## src/rtl/lru_key_tracker_assert.svh

```systemverilog
// Assertion macros for the LRU key tracker.
// They expand to concurrent assertions on clk and arst_n, or to nothing in synthesis.
`ifndef LRU_KEY_TRACKER_ASSERT_SVH
`define LRU_KEY_TRACKER_ASSERT_SVH
`ifndef SYNTHESIS
// The consequent holds in the same cycle as the antecedent.
`define LKT_ASSERT_NOW(label, ante, cons, msg) \
	label: assert property (@(posedge clk) disable iff (!arst_n) (ante) |-> (cons)) \
		else $error(msg);
// The consequent holds in the cycle after the antecedent.
`define LKT_ASSERT_NEXT(label, ante, cons, msg) \
	label: assert property (@(posedge clk) disable iff (!arst_n) (ante) |=> (cons)) \
		else $error(msg);
`else
`define LKT_ASSERT_NOW(label, ante, cons, msg)
`define LKT_ASSERT_NEXT(label, ante, cons, msg)
`endif
`endif

```

## src/rtl/lkt_pkg.sv

```systemverilog
// Shared types for the LRU key tracker.
// No dependencies; used by the request channel interface and the top level.
`default_nettype none
package lkt_pkg;
	typedef enum logic {
		CMD_TOUCH = 1'b0,
		CMD_EVICT = 1'b1
	} cmd_t;
endpackage
`default_nettype wire

```

## src/rtl/lkt_if.sv

```systemverilog
// Valid/ready channel interfaces for the LRU key tracker.
// Depends on lkt_pkg for the command type.
`default_nettype none
interface lkt_req_if import lkt_pkg::*; ();
	logic        valid;
	logic        ready;
	cmd_t        cmd;
	logic [31:0] key;
	modport source (output valid, cmd, key, input ready);
	modport sink (input valid, cmd, key, output ready);
endinterface

interface lkt_rsp_if;
	logic        valid;
	logic        ready;
	logic [31:0] evicted_key;
	logic        key_valid;
	logic        was_present;
	logic        full_refused;
	modport source (output valid, evicted_key, key_valid, was_present, full_refused,
		input ready);
	modport sink (input valid, evicted_key, key_valid, was_present, full_refused,
		output ready);
endinterface
`default_nettype wire

```

## src/rtl/lkt_ram.sv

```systemverilog
// Generic simple dual-port RAM: one write port, one registered read port.
// No dependencies.
`default_nettype none
module lkt_ram #(
	parameter int WIDTH = 32,
	parameter int DEPTH = 16
) (
	input  wire logic                     clk,
	input  wire logic                     we,
	input  wire logic [$clog2(DEPTH)-1:0] waddr,
	input  wire logic [WIDTH-1:0]         wdata,
	input  wire logic                     re,
	input  wire logic [$clog2(DEPTH)-1:0] raddr,
	output logic      [WIDTH-1:0]         rdata
);
	logic [WIDTH-1:0] mem_q [DEPTH];

	// Write and registered read.
	always_ff @(posedge clk) begin
		if (we) begin
			mem_q[waddr] <= wdata;
		end
		if (re) begin
			rdata <= mem_q[raddr];
		end
	end
endmodule
`default_nettype wire

```

## src/rtl/lru_key_tracker.sv

```systemverilog
// LRU key tracker top level: ordered key store in one RAM with a scan/shift sequencer.
// Depends on lkt_pkg, lkt_if, lkt_ram and lru_key_tracker_assert.svh.
//
// Channel  Dir  Payload
// req      in   cmd, key
// rsp      out  evicted_key, key_valid, was_present, full_refused
//
// One item at a time. A touch scans the stored keys one per cycle through the RAM read
// port; on a hit it shifts the later keys down one slot per cycle and writes the key at
// the recent end, and on a miss it appends the key or refuses it when the store is full.
// An evict hits slot 0 and shifts the remaining keys down. The result waits in an output
// register while the next item is taken; a further result holds the sequencer until that
// register drains. Reset clears the count and the sequencer; the RAM holds no reset value.
`default_nettype none
module lru_key_tracker import lkt_pkg::*; #(
	parameter int ENTRIES  = 16,
	parameter int KEY_BITS = 32
) (
	input wire logic clk,
	input wire logic arst_n,
	lkt_req_if.sink  req,
	lkt_rsp_if.source rsp
);
	`include "lru_key_tracker_assert.svh"

	localparam int AW = $clog2(ENTRIES);
	localparam int CW = $clog2(ENTRIES + 1);
	localparam logic [CW-1:0] FULL = CW'(ENTRIES);
	localparam logic [CW-1:0] ONE  = CW'(1);

	typedef enum logic [4:0] {
		ST_IDLE  = 5'b00001,
		ST_SCAN  = 5'b00010,
		ST_SHIFT = 5'b00100,
		ST_TAIL  = 5'b01000,
		ST_DONE  = 5'b10000
	} state_t;

	state_t              state_q;
	cmd_t                cmd_q;
	logic [KEY_BITS-1:0] key_q;
	logic [KEY_BITS-1:0] ev_key_q;
	logic                kvalid_q;
	logic                present_q;
	logic                refused_q;
	logic [CW-1:0]       count_q;
	logic [CW-1:0]       ridx_q;
	logic [CW-1:0]       ridx_s1;
	logic                rv_s1;
	logic                rsp_valid_q;
	logic [31:0]         rsp_key_q;
	logic                rsp_kv_q;
	logic                rsp_wp_q;
	logic                rsp_fr_q;

	logic                rd_en;
	logic [KEY_BITS-1:0] rdata;
	logic                wr_en;
	logic [AW-1:0]       wr_addr;
	logic [KEY_BITS-1:0] wr_data;
	logic [KEY_BITS-1:0] key_in;
	logic                accept;
	logic                hit;
	logic                last;
	logic [CW-1:0]       wr_idx;

	assign key_in  = KEY_BITS'(req.key);
	assign accept  = req.valid && req.ready;
	assign req.ready = (state_q == ST_IDLE);
	assign rd_en   = ((state_q == ST_SCAN) || (state_q == ST_SHIFT)) && (ridx_q < count_q);
	assign hit     = rv_s1 && ((cmd_q == CMD_EVICT) || (rdata == key_q));
	assign last    = (ridx_s1 == count_q - ONE);

	// Write port: first key into an empty store, append, shift down, or tail write.
	always_comb begin
		wr_en   = 1'b0;
		wr_idx  = '0;
		wr_data = key_q;
		case (state_q)
			ST_IDLE: begin
				if (accept && (req.cmd == CMD_TOUCH) && (count_q == '0)) begin
					wr_en   = 1'b1;
					wr_data = key_in;
				end
			end
			ST_SCAN: begin
				if (rv_s1 && !hit && last && (count_q < FULL)) begin
					wr_en  = 1'b1;
					wr_idx = count_q;
				end
			end
			ST_SHIFT: begin
				if (rv_s1) begin
					wr_en   = 1'b1;
					wr_idx  = ridx_s1 - ONE;
					wr_data = rdata;
				end
			end
			ST_TAIL: begin
				if (cmd_q == CMD_TOUCH) begin
					wr_en  = 1'b1;
					wr_idx = count_q - ONE;
				end
			end
			default: begin
				wr_en = 1'b0;
			end
		endcase
	end
	assign wr_addr = wr_idx[AW-1:0];

	lkt_ram #(
		.WIDTH(KEY_BITS),
		.DEPTH(ENTRIES)
	) u_ram (
		.clk  (clk),
		.we   (wr_en),
		.waddr(wr_addr),
		.wdata(wr_data),
		.re   (rd_en),
		.raddr(ridx_q[AW-1:0]),
		.rdata(rdata)
	);

	// Read pipeline tracking.
	always_ff @(posedge clk) begin
		ridx_s1 <= ridx_q;
	end

	// Sequencer and result registers.
	always_ff @(posedge clk or negedge arst_n) begin
		if (!arst_n) begin
			state_q     <= ST_IDLE;
			count_q     <= '0;
			ridx_q      <= '0;
			rv_s1       <= 1'b0;
			rsp_valid_q <= 1'b0;
		end else begin
			rv_s1 <= rd_en;
			if (rd_en) begin
				ridx_q <= ridx_q + ONE;
			end
			if (rsp_valid_q && rsp.ready) begin
				rsp_valid_q <= 1'b0;
			end
			case (state_q)
				ST_IDLE: begin
					if (accept) begin
						cmd_q     <= req.cmd;
						key_q     <= key_in;
						ev_key_q  <= '0;
						kvalid_q  <= 1'b0;
						present_q <= 1'b0;
						refused_q <= 1'b0;
						ridx_q    <= '0;
						if (count_q == '0) begin
							if (req.cmd == CMD_TOUCH) begin
								count_q <= ONE;
							end
							state_q <= ST_DONE;
						end else begin
							state_q <= ST_SCAN;
						end
					end
				end
				ST_SCAN: begin
					if (hit) begin
						ev_key_q  <= rdata;
						kvalid_q  <= (cmd_q == CMD_EVICT);
						present_q <= (cmd_q == CMD_TOUCH);
						rv_s1     <= 1'b0;
						if (last) begin
							state_q <= ST_TAIL;
						end else begin
							ridx_q  <= ridx_s1 + ONE;
							state_q <= ST_SHIFT;
						end
					end else if (rv_s1 && last) begin
						rv_s1 <= 1'b0;
						if (count_q < FULL) begin
							count_q <= count_q + ONE;
						end else begin
							refused_q <= 1'b1;
						end
						state_q <= ST_DONE;
					end
				end
				ST_SHIFT: begin
					if (rv_s1 && last) begin
						rv_s1   <= 1'b0;
						state_q <= ST_TAIL;
					end
				end
				ST_TAIL: begin
					if (cmd_q == CMD_EVICT) begin
						count_q <= count_q - ONE;
					end
					state_q <= ST_DONE;
				end
				ST_DONE: begin
					if (!rsp_valid_q || rsp.ready) begin
						rsp_valid_q <= 1'b1;
						state_q     <= ST_IDLE;
					end
				end
				default: begin
					state_q <= ST_IDLE;
				end
			endcase
		end
	end

	// Result payload, loaded when the sequencer hands over an item.
	always_ff @(posedge clk) begin
		if ((state_q == ST_DONE) && (!rsp_valid_q || rsp.ready)) begin
			rsp_key_q <= kvalid_q ? 32'(ev_key_q) : 32'd0;
			rsp_kv_q  <= kvalid_q;
			rsp_wp_q  <= present_q;
			rsp_fr_q  <= refused_q;
		end
	end

	assign rsp.valid        = rsp_valid_q;
	assign rsp.evicted_key  = rsp_key_q;
	assign rsp.key_valid    = rsp_kv_q;
	assign rsp.was_present  = rsp_wp_q;
	assign rsp.full_refused = rsp_fr_q;

	`LKT_ASSERT_NOW(a_count_max, 1'b1, count_q <= FULL, "key count above capacity")
	`LKT_ASSERT_NEXT(a_accept_busy, accept, state_q != ST_IDLE, "accepted item left no work")
	`LKT_ASSERT_NOW(a_no_rw_clash, wr_en && rd_en, wr_addr != ridx_q[AW-1:0],
		"read and write hit the same slot")
	`LKT_ASSERT_NOW(a_rsp_excl, rsp_valid_q, !(rsp_kv_q && (rsp_wp_q || rsp_fr_q)),
		"evict and touch flags both set")
endmodule
`default_nettype wire

```

## src/flat_wrapper.sv

```systemverilog
// flat-port wrapper written by rule: the top's interface ports become plain ports
module lru_key_tracker_flat import lkt_pkg::*;
#(
	parameter int ENTRIES  = 16,
	parameter int KEY_BITS = 32
)
  (clk, arst_n, req_valid, req_cmd, req_key, req_ready, rsp_valid, rsp_evicted_key, rsp_key_valid, rsp_was_present, rsp_full_refused, rsp_ready);
  lkt_req_if req_i ();
  lkt_rsp_if rsp_i ();
  input wire logic clk;
  input wire logic arst_n;
  input wire logic [$bits(req_i.valid)-1:0] req_valid;
  input wire logic [$bits(req_i.cmd)-1:0] req_cmd;
  input wire logic [$bits(req_i.key)-1:0] req_key;
  output wire logic [$bits(req_i.ready)-1:0] req_ready;
  output wire logic [$bits(rsp_i.valid)-1:0] rsp_valid;
  output wire logic [$bits(rsp_i.evicted_key)-1:0] rsp_evicted_key;
  output wire logic [$bits(rsp_i.key_valid)-1:0] rsp_key_valid;
  output wire logic [$bits(rsp_i.was_present)-1:0] rsp_was_present;
  output wire logic [$bits(rsp_i.full_refused)-1:0] rsp_full_refused;
  input wire logic [$bits(rsp_i.ready)-1:0] rsp_ready;
  assign req_i.valid = req_valid;
  assign req_i.cmd = req_cmd;
  assign req_i.key = req_key;
  assign req_ready = req_i.ready;
  assign rsp_valid = rsp_i.valid;
  assign rsp_evicted_key = rsp_i.evicted_key;
  assign rsp_key_valid = rsp_i.key_valid;
  assign rsp_was_present = rsp_i.was_present;
  assign rsp_full_refused = rsp_i.full_refused;
  assign rsp_i.ready = rsp_ready;
  lru_key_tracker #(.ENTRIES(ENTRIES), .KEY_BITS(KEY_BITS)) u_core (.clk(clk), .arst_n(arst_n), .req(req_i), .rsp(rsp_i));
endmodule
```

## config.mk

```make
export PLATFORM = sky130hd
export DESIGN_NAME = lru_key_tracker_flat
export DESIGN_NICKNAME = d
export VERILOG_FILES = /design/src/rtl/lkt_pkg.sv /design/src/rtl/lkt_if.sv /design/src/rtl/lkt_ram.sv /design/src/rtl/lru_key_tracker.sv /design/src/flat_wrapper.sv
export VERILOG_INCLUDE_DIRS = /design/src /design/src/rtl
export SDC_FILE = /design/constraint.sdc
export NUM_CORES = 1
export LEC_CHECK = 0
export ABC_AREA = 1
export BUFFER_PORTS_ARGS = -buffer_cell sky130_fd_sc_hd__clkbuf_2
export CAP_MARGIN = 15
export CORE_MARGIN = 1
export CORE_UTILIZATION = 56
export DETAILED_ROUTE_END_ITERATION = 12
export HOLD_SLACK_MARGIN = 0.02
export PLACE_DENSITY = 0.73
export SYNTH_ARGS = -nofsm -noshare
export SYNTH_HDL_FRONTEND = slang
export SYNTH_SLANG_ARGS = --single-unit
```

## constraint.sdc

```tcl
create_clock -name clk -period 10.2 [get_ports clk]
set_input_delay 1.02 -clock clk [delete_from_list [all_inputs] [get_ports clk]]
set_output_delay 1.02 -clock clk [all_outputs]
set_load 0.01 [all_outputs]
```

==> results.txt, run 1 <==
status: complete, no violations
worst endpoint required time: 10.48 ns
post-route cell area: 0.0306 sq mm
largest net degree at the start of global routing: 107
CP Data Arrival Time: 4.27 ns
largest family of logic cells by synthesized area: compound AO/OA/AOI/OAI gates
antenna violations before repair: 2
drc violations: 0
routability cong.: 0.884
post-route minimum period: 3.99 ns
DP Area: 0.0286 sq mm
CP Capture Type: register
cells after synthesis: 2,097
Post-Place Setup Slack: 6.31 ns
flops & latches, synth: 669
period utilisation layout: 39.1%
peak supply drop: 0.158 mV
Synthesized Nets: 2,143
syn avg cell area: 13.1 sq um
worst min-delay path category: primary input to async pin
Die Width: 224 um
WL final: 68,700 um
Distinct cells, synth: 45
FFs w/ async S/R, synth: 2.54%
fmax: 0.251 GHz
IO buf count: 73
Most used DFF post-synth: edfxtp_1
I/O pins: 74
vias in the first global route: 16.7k
Critical Path Start Type: register
total gr overflow: 0
pwr/cell area: 247 mW/mm^2
clock tree buffer depth: 3
RSZ-0062 raised after global routing: no
Pleak: 10.5 nW
synthesis-to-layout area growth: 11.2%
Worst-Skew Late Latency: 0.65 ns
Starting Density: 57.2%
hold_buf cts: 0
adder-cell share of the synthesized area: 0.409%
synthesized area: 0.0275 sq mm
hpwl dp: 38,100 um
EDFF count, synth: 647
DIE AREA: 0.0501 sq mm
cts bufs inserted: 61
most frequent CP cell: inv_1
Std-Cell Rows: 80
placed cells: 2,736
Syn. warnings: 0
DR vias: 17.6k
Final Skew: 0.0343 ns
WL/cell: 24.1 um
CTS H-tree lvls: 2
fin cells: 2,855
Pre-Repair DR Iteration Count: 6
clk slew on worst S/H paths: 0.06 ns
maxcap violations: 0
simple-gate share of the synthesized area: 9.29%
Worst Path Class, Setup: register to register
share of post-route cells with drive strength above 1: 11.4%
Post-CTS Setup Bufs: 0
post-cts sizing count: 0
CTS tree: built
CP Cell Sequence: inv_1 -> nand2_1 -> inv_1 -> nand4_1 -> nor2_1 -> inv_1 -> buf_4 -> nand2_2 -> o221ai_1
slowest CP cell: o221ai_1
maximum fanout along the worst path: 38
Sum Neg Setup Slack: 0 ns
final setup vio count: 0
final antenna-violating net count: 0
Worst-Margin Slew: 1.22 ns
first-pass GRT wire length: 102,000 um
Post-Synth XOR/XNOR Area: 0.445%
Seq/Total Area, Yosys: 72.5%
Compound-Gate Fraction of Synth Area: 10.2%
Final WS setup: 6.21 ns
Slew headroom: 18.6%
Net count, final: 2,196
Placeable Area: 0.0481 sq mm
Critical Path Max Stage Delay: 1.23 ns
CTS root buffer: clkbuf_16
vias per std cell: 6.16
DRT iter0 DRCs: 2,578
post-synthesis mux area share: 3.27%
final hold viol count: 0
Die Ht: 224 um
aggregate global-route resource usage: 27.7%
clock sinks: 669
Slew Limit Fails: 0
## kinds of logic after synthesis
logic type | Yosys count
buf+inv | 273
xor+xnor | 14
flops | 669
fa+ha+maj | 9
mux | 90
compound gates | 425
simple gates | 617
## worst paths after layout
path	from	endpoint	slack (ns)	depth (start not counted)
worst max-delay path	u_core.state_q[0]	u_core.u_ram.mem_q[7][24]	6.21	9
worst min-delay path	arst_n	u_core.ridx_q[4]	0.32	1
worst max register to register	u_core.state_q[0]	u_core.u_ram.mem_q[7][24]	6.21	9
worst min register to register	u_core.present_q	u_core.rsp.was_present	0.42	0
max in group asynchronous	arst_n	u_core.ridx_q[1]	9.52	1
min in group clk	u_core.present_q	u_core.rsp.was_present	0.42	0
## metrics by stage
| stage | hold slack (ns) | utilization [%] | power [mW] |
|---|---|---|---|
| after detailed placement | 0.409 | 59.5 | 5.32 |
| after global placement | 0.403 | 59.5 | 5.26 |
| final | 0.320 | 63.6 | 7.56 |
| after global routing | 0.353 | 63.6 | 7.84 |
| after floorplan | 0.372 | - | 4.82 |
| after CTS | 0.326 | 63.5 | 7.53 |
## synth_stat cells, drive strengths merged, types with 2 or more instances
| cell type | n | area share [%] |
|---|---|---|
| nor2 | 309 | 4.3 |
| xnor2 | 3 | 0.095 |
| o21ai | 180 | 3.3 |
| dfrtp | 16 | 1.5 |
| ha | 9 | 0.41 |
| edfxtp | 647 | 71 |
| nand2 | 237 | 3.3 |
| nand4 | 13 | 0.37 |
| nand3 | 39 | 0.77 |
| buf | 32 | 0.56 |
| and2 | 2 | 0.045 |
| o221ai | 121 | 3.8 |
| mux2i | 90 | 3.3 |
| o22ai | 10 | 0.23 |
| o32ai | 34 | 1.1 |
| xor2 | 11 | 0.35 |
| a21oi | 42 | 0.78 |
| clkbuf | 91 | 1.2 |
| inv | 149 | 2.0 |
| nor4 | 2 | 0.12 |
| nor3 | 10 | 0.18 |
| or2 | 4 | 0.091 |
| o211ai | 34 | 0.93 |
| dfxtp | 5 | 0.36 |
## where the power goes
part	switching (mW)	internal, mW	total [mW]
Sequential	0.125	3.56	3.69
Combinational	1.19	0.446	1.64
Clock	0.974	1.26	2.24
Total	2.29	5.27	7.56
## metal layers
metal,share of wire [%],GRT usage [%],wire length (um),vias up
met3,12,6.03,8040,142
met5,0,0,0,-
li1,-,-,-,7839
met4,2.8,9.13,1910,0
met1,39,38.8,26900,8573
met2,46,43.3,31800,1036
## cell type report
type                    count  area, sq um
diodes                      1         2.50
clock buffers              78         1610
clock inverters            33          323
fillers                  3391        17500
inverters                 150          566
multi-input cells        1155         6660
flip-flops and latches    669        20000
well taps                 656          821
repair buffers            113          666
## sequential cells by signal, summed over array words and instances, names as in the netlist, 5 cells and up
register / cells
u_core.u_ram.mem_q: 512
u_core.state_q: 5
u_core.count_q: 5
u_core.ridx_s1: 5
u_core.key_q: 32
u_core.ev_key_q: 32
u_core.rsp.evicted_key: 32
u_core.ridx_q: 5
u_core.u_ram.rdata: 32
## critical path: cells and delay by family (launching register included)
kind / cells / cell delay, ns
compound gates: 1 / 1.23
buf+inv: 4 / 0.66
flops: 1 / 0.57
simple gates: 4 / 1.15
## cells in the final DEF, fill, tap and decap left out, types with 2 or more instances in the layout
master,synthesis,layout
nand3_1,37,37
or2_2,4,4
o21ai_1,7,7
mux2i_1,90,90
o22ai_1,10,10
nand4_1,11,11
buf_4,1,40
dfxtp_1,5,5
clkbuf_16,0,62
nand2_1,224,223
nand2_2,13,14
o211ai_1,34,34
inv_1,140,139
and2_1,2,2
xnor2_1,3,3
a21oi_1,41,41
o32ai_1,34,34
inv_2,9,9
dfrtp_4,0,3
edfxtp_1,647,647
nor3_1,10,9
dfrtp_1,16,13
ha_1,9,9
clkbuf_1,91,16
nor2_1,304,286
o221ai_1,121,121
o21ai_0,173,173
clkinv_2,0,3
nor2_2,3,3
nor2_4,1,19
bufinv_16,0,6
clkinv_1,1,21
clkbuf_2,0,73
xor2_1,11,11
No activity file was read; power rests on OpenSTA's default activity.
==> run 2, diff against run 1 <==
--- a/config.mk
+++ b/config.mk
@@ -13,7 +13,7 @@
 export CORE_UTILIZATION = 56
 export DETAILED_ROUTE_END_ITERATION = 12
 export HOLD_SLACK_MARGIN = 0.02
-export PLACE_DENSITY = 0.73
+export PLACE_DENSITY = 0.76
 export SYNTH_ARGS = -nofsm -noshare
 export SYNTH_HDL_FRONTEND = slang
 export SYNTH_SLANG_ARGS = --single-unit
==> constraint.sdc (replaced) <==
create_clock -name clk -period 3.55 [get_ports clk]
set_input_delay 0.355 -clock clk [delete_from_list [all_inputs] [get_ports clk]]
set_output_delay 0.355 -clock clk [all_outputs]
set_load 0.01 [all_outputs]
==> run 2 against run 1 <==
Final area rose by 2.5%. Fmax grew 31%. Clock skew fell by 0.014 ns. Global-route usage is 2.2 points lower. Sequential share of layout area down 1.6 points. Core utilization rose by 1.6 points. Die area unchanged. Worst setup slack got worse by 5.7 ns. Sequential cell count is the same. Combinational power grew to 3.3 times the previous value.
==> results.txt, run 2 (same netlist as run 1, synthesis figures left out) <==
status: complete, no violations
Final Skew: 0.0200 ns
Worst-Skew Late Latency: 0.63 ns
drc violations: 0
diode count: 0
Die Ht: 224 um
Pre-Repair DR Iteration Count: 6
CTS tree: built
Die Width: 224 um
CTS H-tree lvls: 2
vias in the first global route: 17.3k
max reg flops: 512
RSZ-0062 raised after global routing: no
aggregate global-route resource usage: 25.4%
CP Data Arrival Time: 3.34 ns
Pleak: 10.9 nW
DR vias: 17.7k
pwr/cell area: 710 mW/mm^2
clk slew on worst S/H paths: 0.06 ns
fmax: 0.329 GHz
worst min-delay path category: primary input to register
final setup vio count: 0
share of post-route cells with drive strength above 1: 12.5%
Final Power: 22.3 mW
clock sinks: 669
worst endpoint required time: 3.86 ns
hpwl dp: 36,400 um
Worst-Margin Slew: 1.33 ns
Reg with most FFs: u_core.u_ram.mem_q
IO buf count: 73
Slew Limit Fails: 0
total gr overflow: 0
routability cong.: 0.922
first-pass GRT wire length: 97,000 um
Fillers: 3,217
Net count, final: 2,256
maxcap violations: 0
post-route cell area: 0.0314 sq mm
hold slack: 0.0546 ns
commonest non-fill, non-tap cell in the layout: edfxtp_1
antenna violations before repair: 1
final antenna-violating net count: 0
Std-Cell Rows: 80
DP Area: 0.0291 sq mm
post-route minimum period: 3.04 ns
Starting Density: 57.2%
synthesis-to-layout area growth: 14.0%
hold_buf cts: 34
Post-CTS Setup Bufs: 0
Slew headroom: 11.3%
vias per std cell: 6.09
Worst Path Class, Setup: register to register
commonest cells after routing, fill and taps aside: edfxtp_1 (647), nor2_1 (286), nand2_1 (224)
Post-Place Setup Slack: 0.569 ns
WL final: 63,300 um
I/O pins: 74
Critical Path Start Type: register
maximum fanout along the worst path: 32
CTS root buffer: clkbuf_16
cts bufs inserted: 60
clock tree buffer depth: 3
peak supply drop: 0.470 mV
CP Capture Type: register
final hold viol count: 0
largest net degree at the start of global routing: 261
post-cts sizing count: 0
period utilisation layout: 85.5%
WL/cell: 21.7 um
DRT iter0 DRCs: 2,578
Final WS setup: 0.514 ns
DIE AREA: 0.0501 sq mm
Placeable Area: 0.0481 sq mm
## run 2: cell types whose count changed in the layout (fill, tap and decap cells not counted), moves of 4 or more
cell	change
dlygate4sd3_1	+34
buf_4	+7
clkinv_1	-7
clkinv_2	+7
clkbuf_1	-4
buf_12	+20
## run 2: cell type report
type,instances,area [sq um],share of cell area [%]
Clock buffer,73,1570,5.01
Sequential cell,669,20000,63.6
Timing Repair Buffer,174,1460,4.65
Inverter,150,566,1.80
Tap cell,656,821,2.62
Clock inverter,34,339,1.08
Multi-Input combinational cell,1155,6660,21.2
## run 2: final timing paths
| path | start | depth (start not counted) | endpoint | slack, ns |
|---|---|---|---|---|
| worst max-delay path | u_core.count_q[0] | 14 | u_core.u_ram.mem_q[5][15] | 0.51 |
| worst min-delay path | rsp_ready | 4 | u_core.rsp.valid | 0.05 |
| worst max register to register | u_core.count_q[0] | 14 | u_core.u_ram.mem_q[5][15] | 0.51 |
| worst min register to register | u_core.refused_q | 0 | u_core.rsp.full_refused | 0.42 |
| max in group asynchronous | arst_n | 2 | u_core.ridx_q[2] | 2.98 |
| min in group asynchronous | arst_n | 2 | u_core.ridx_q[1] | 0.21 |
## run 2: metal layers
layer  part of all wire (%)  global-route usage, %
met5                      0                      0
met1                     41                   35.5
met3                    9.0                   3.73
met4                    2.6                   7.95
met2                     48                   41.6
## run 2: critical path, cell delays in order (launching register included)
cell and delay [ns]:
dfrtp_1 0.51, inv_2 0.11, ha_1 0.37, xor2_1 0.18
nand3_1 0.09, nor2_1 0.08, nand3_1 0.14, nor2_2 0.18
inv_2 0.08, nor2_8 0.15, nand2_2 0.07, nand2_2 0.12
nand2_2 0.16, nor2_4 0.16, buf_12 0.26
## run 2: power breakdown
part	leakage (nW)	switching [mW]	internal [mW]
registers	6.13	0.242	10.2
logic	3.80	3.94	1.54
clock network	0.936	2.78	3.58
## run 2: stage by stage
stage,setup TNS [ns],cells,util (%)
2_1_floorplan,-42.49,2097,-
3_3_place_gp,0,2766,60.4
3_5_place_dp,0,2766,60.4
4_1_cts,0,2907,65.1
5_1_grt,0,2911,65.2
6_report,0,2911,65.2
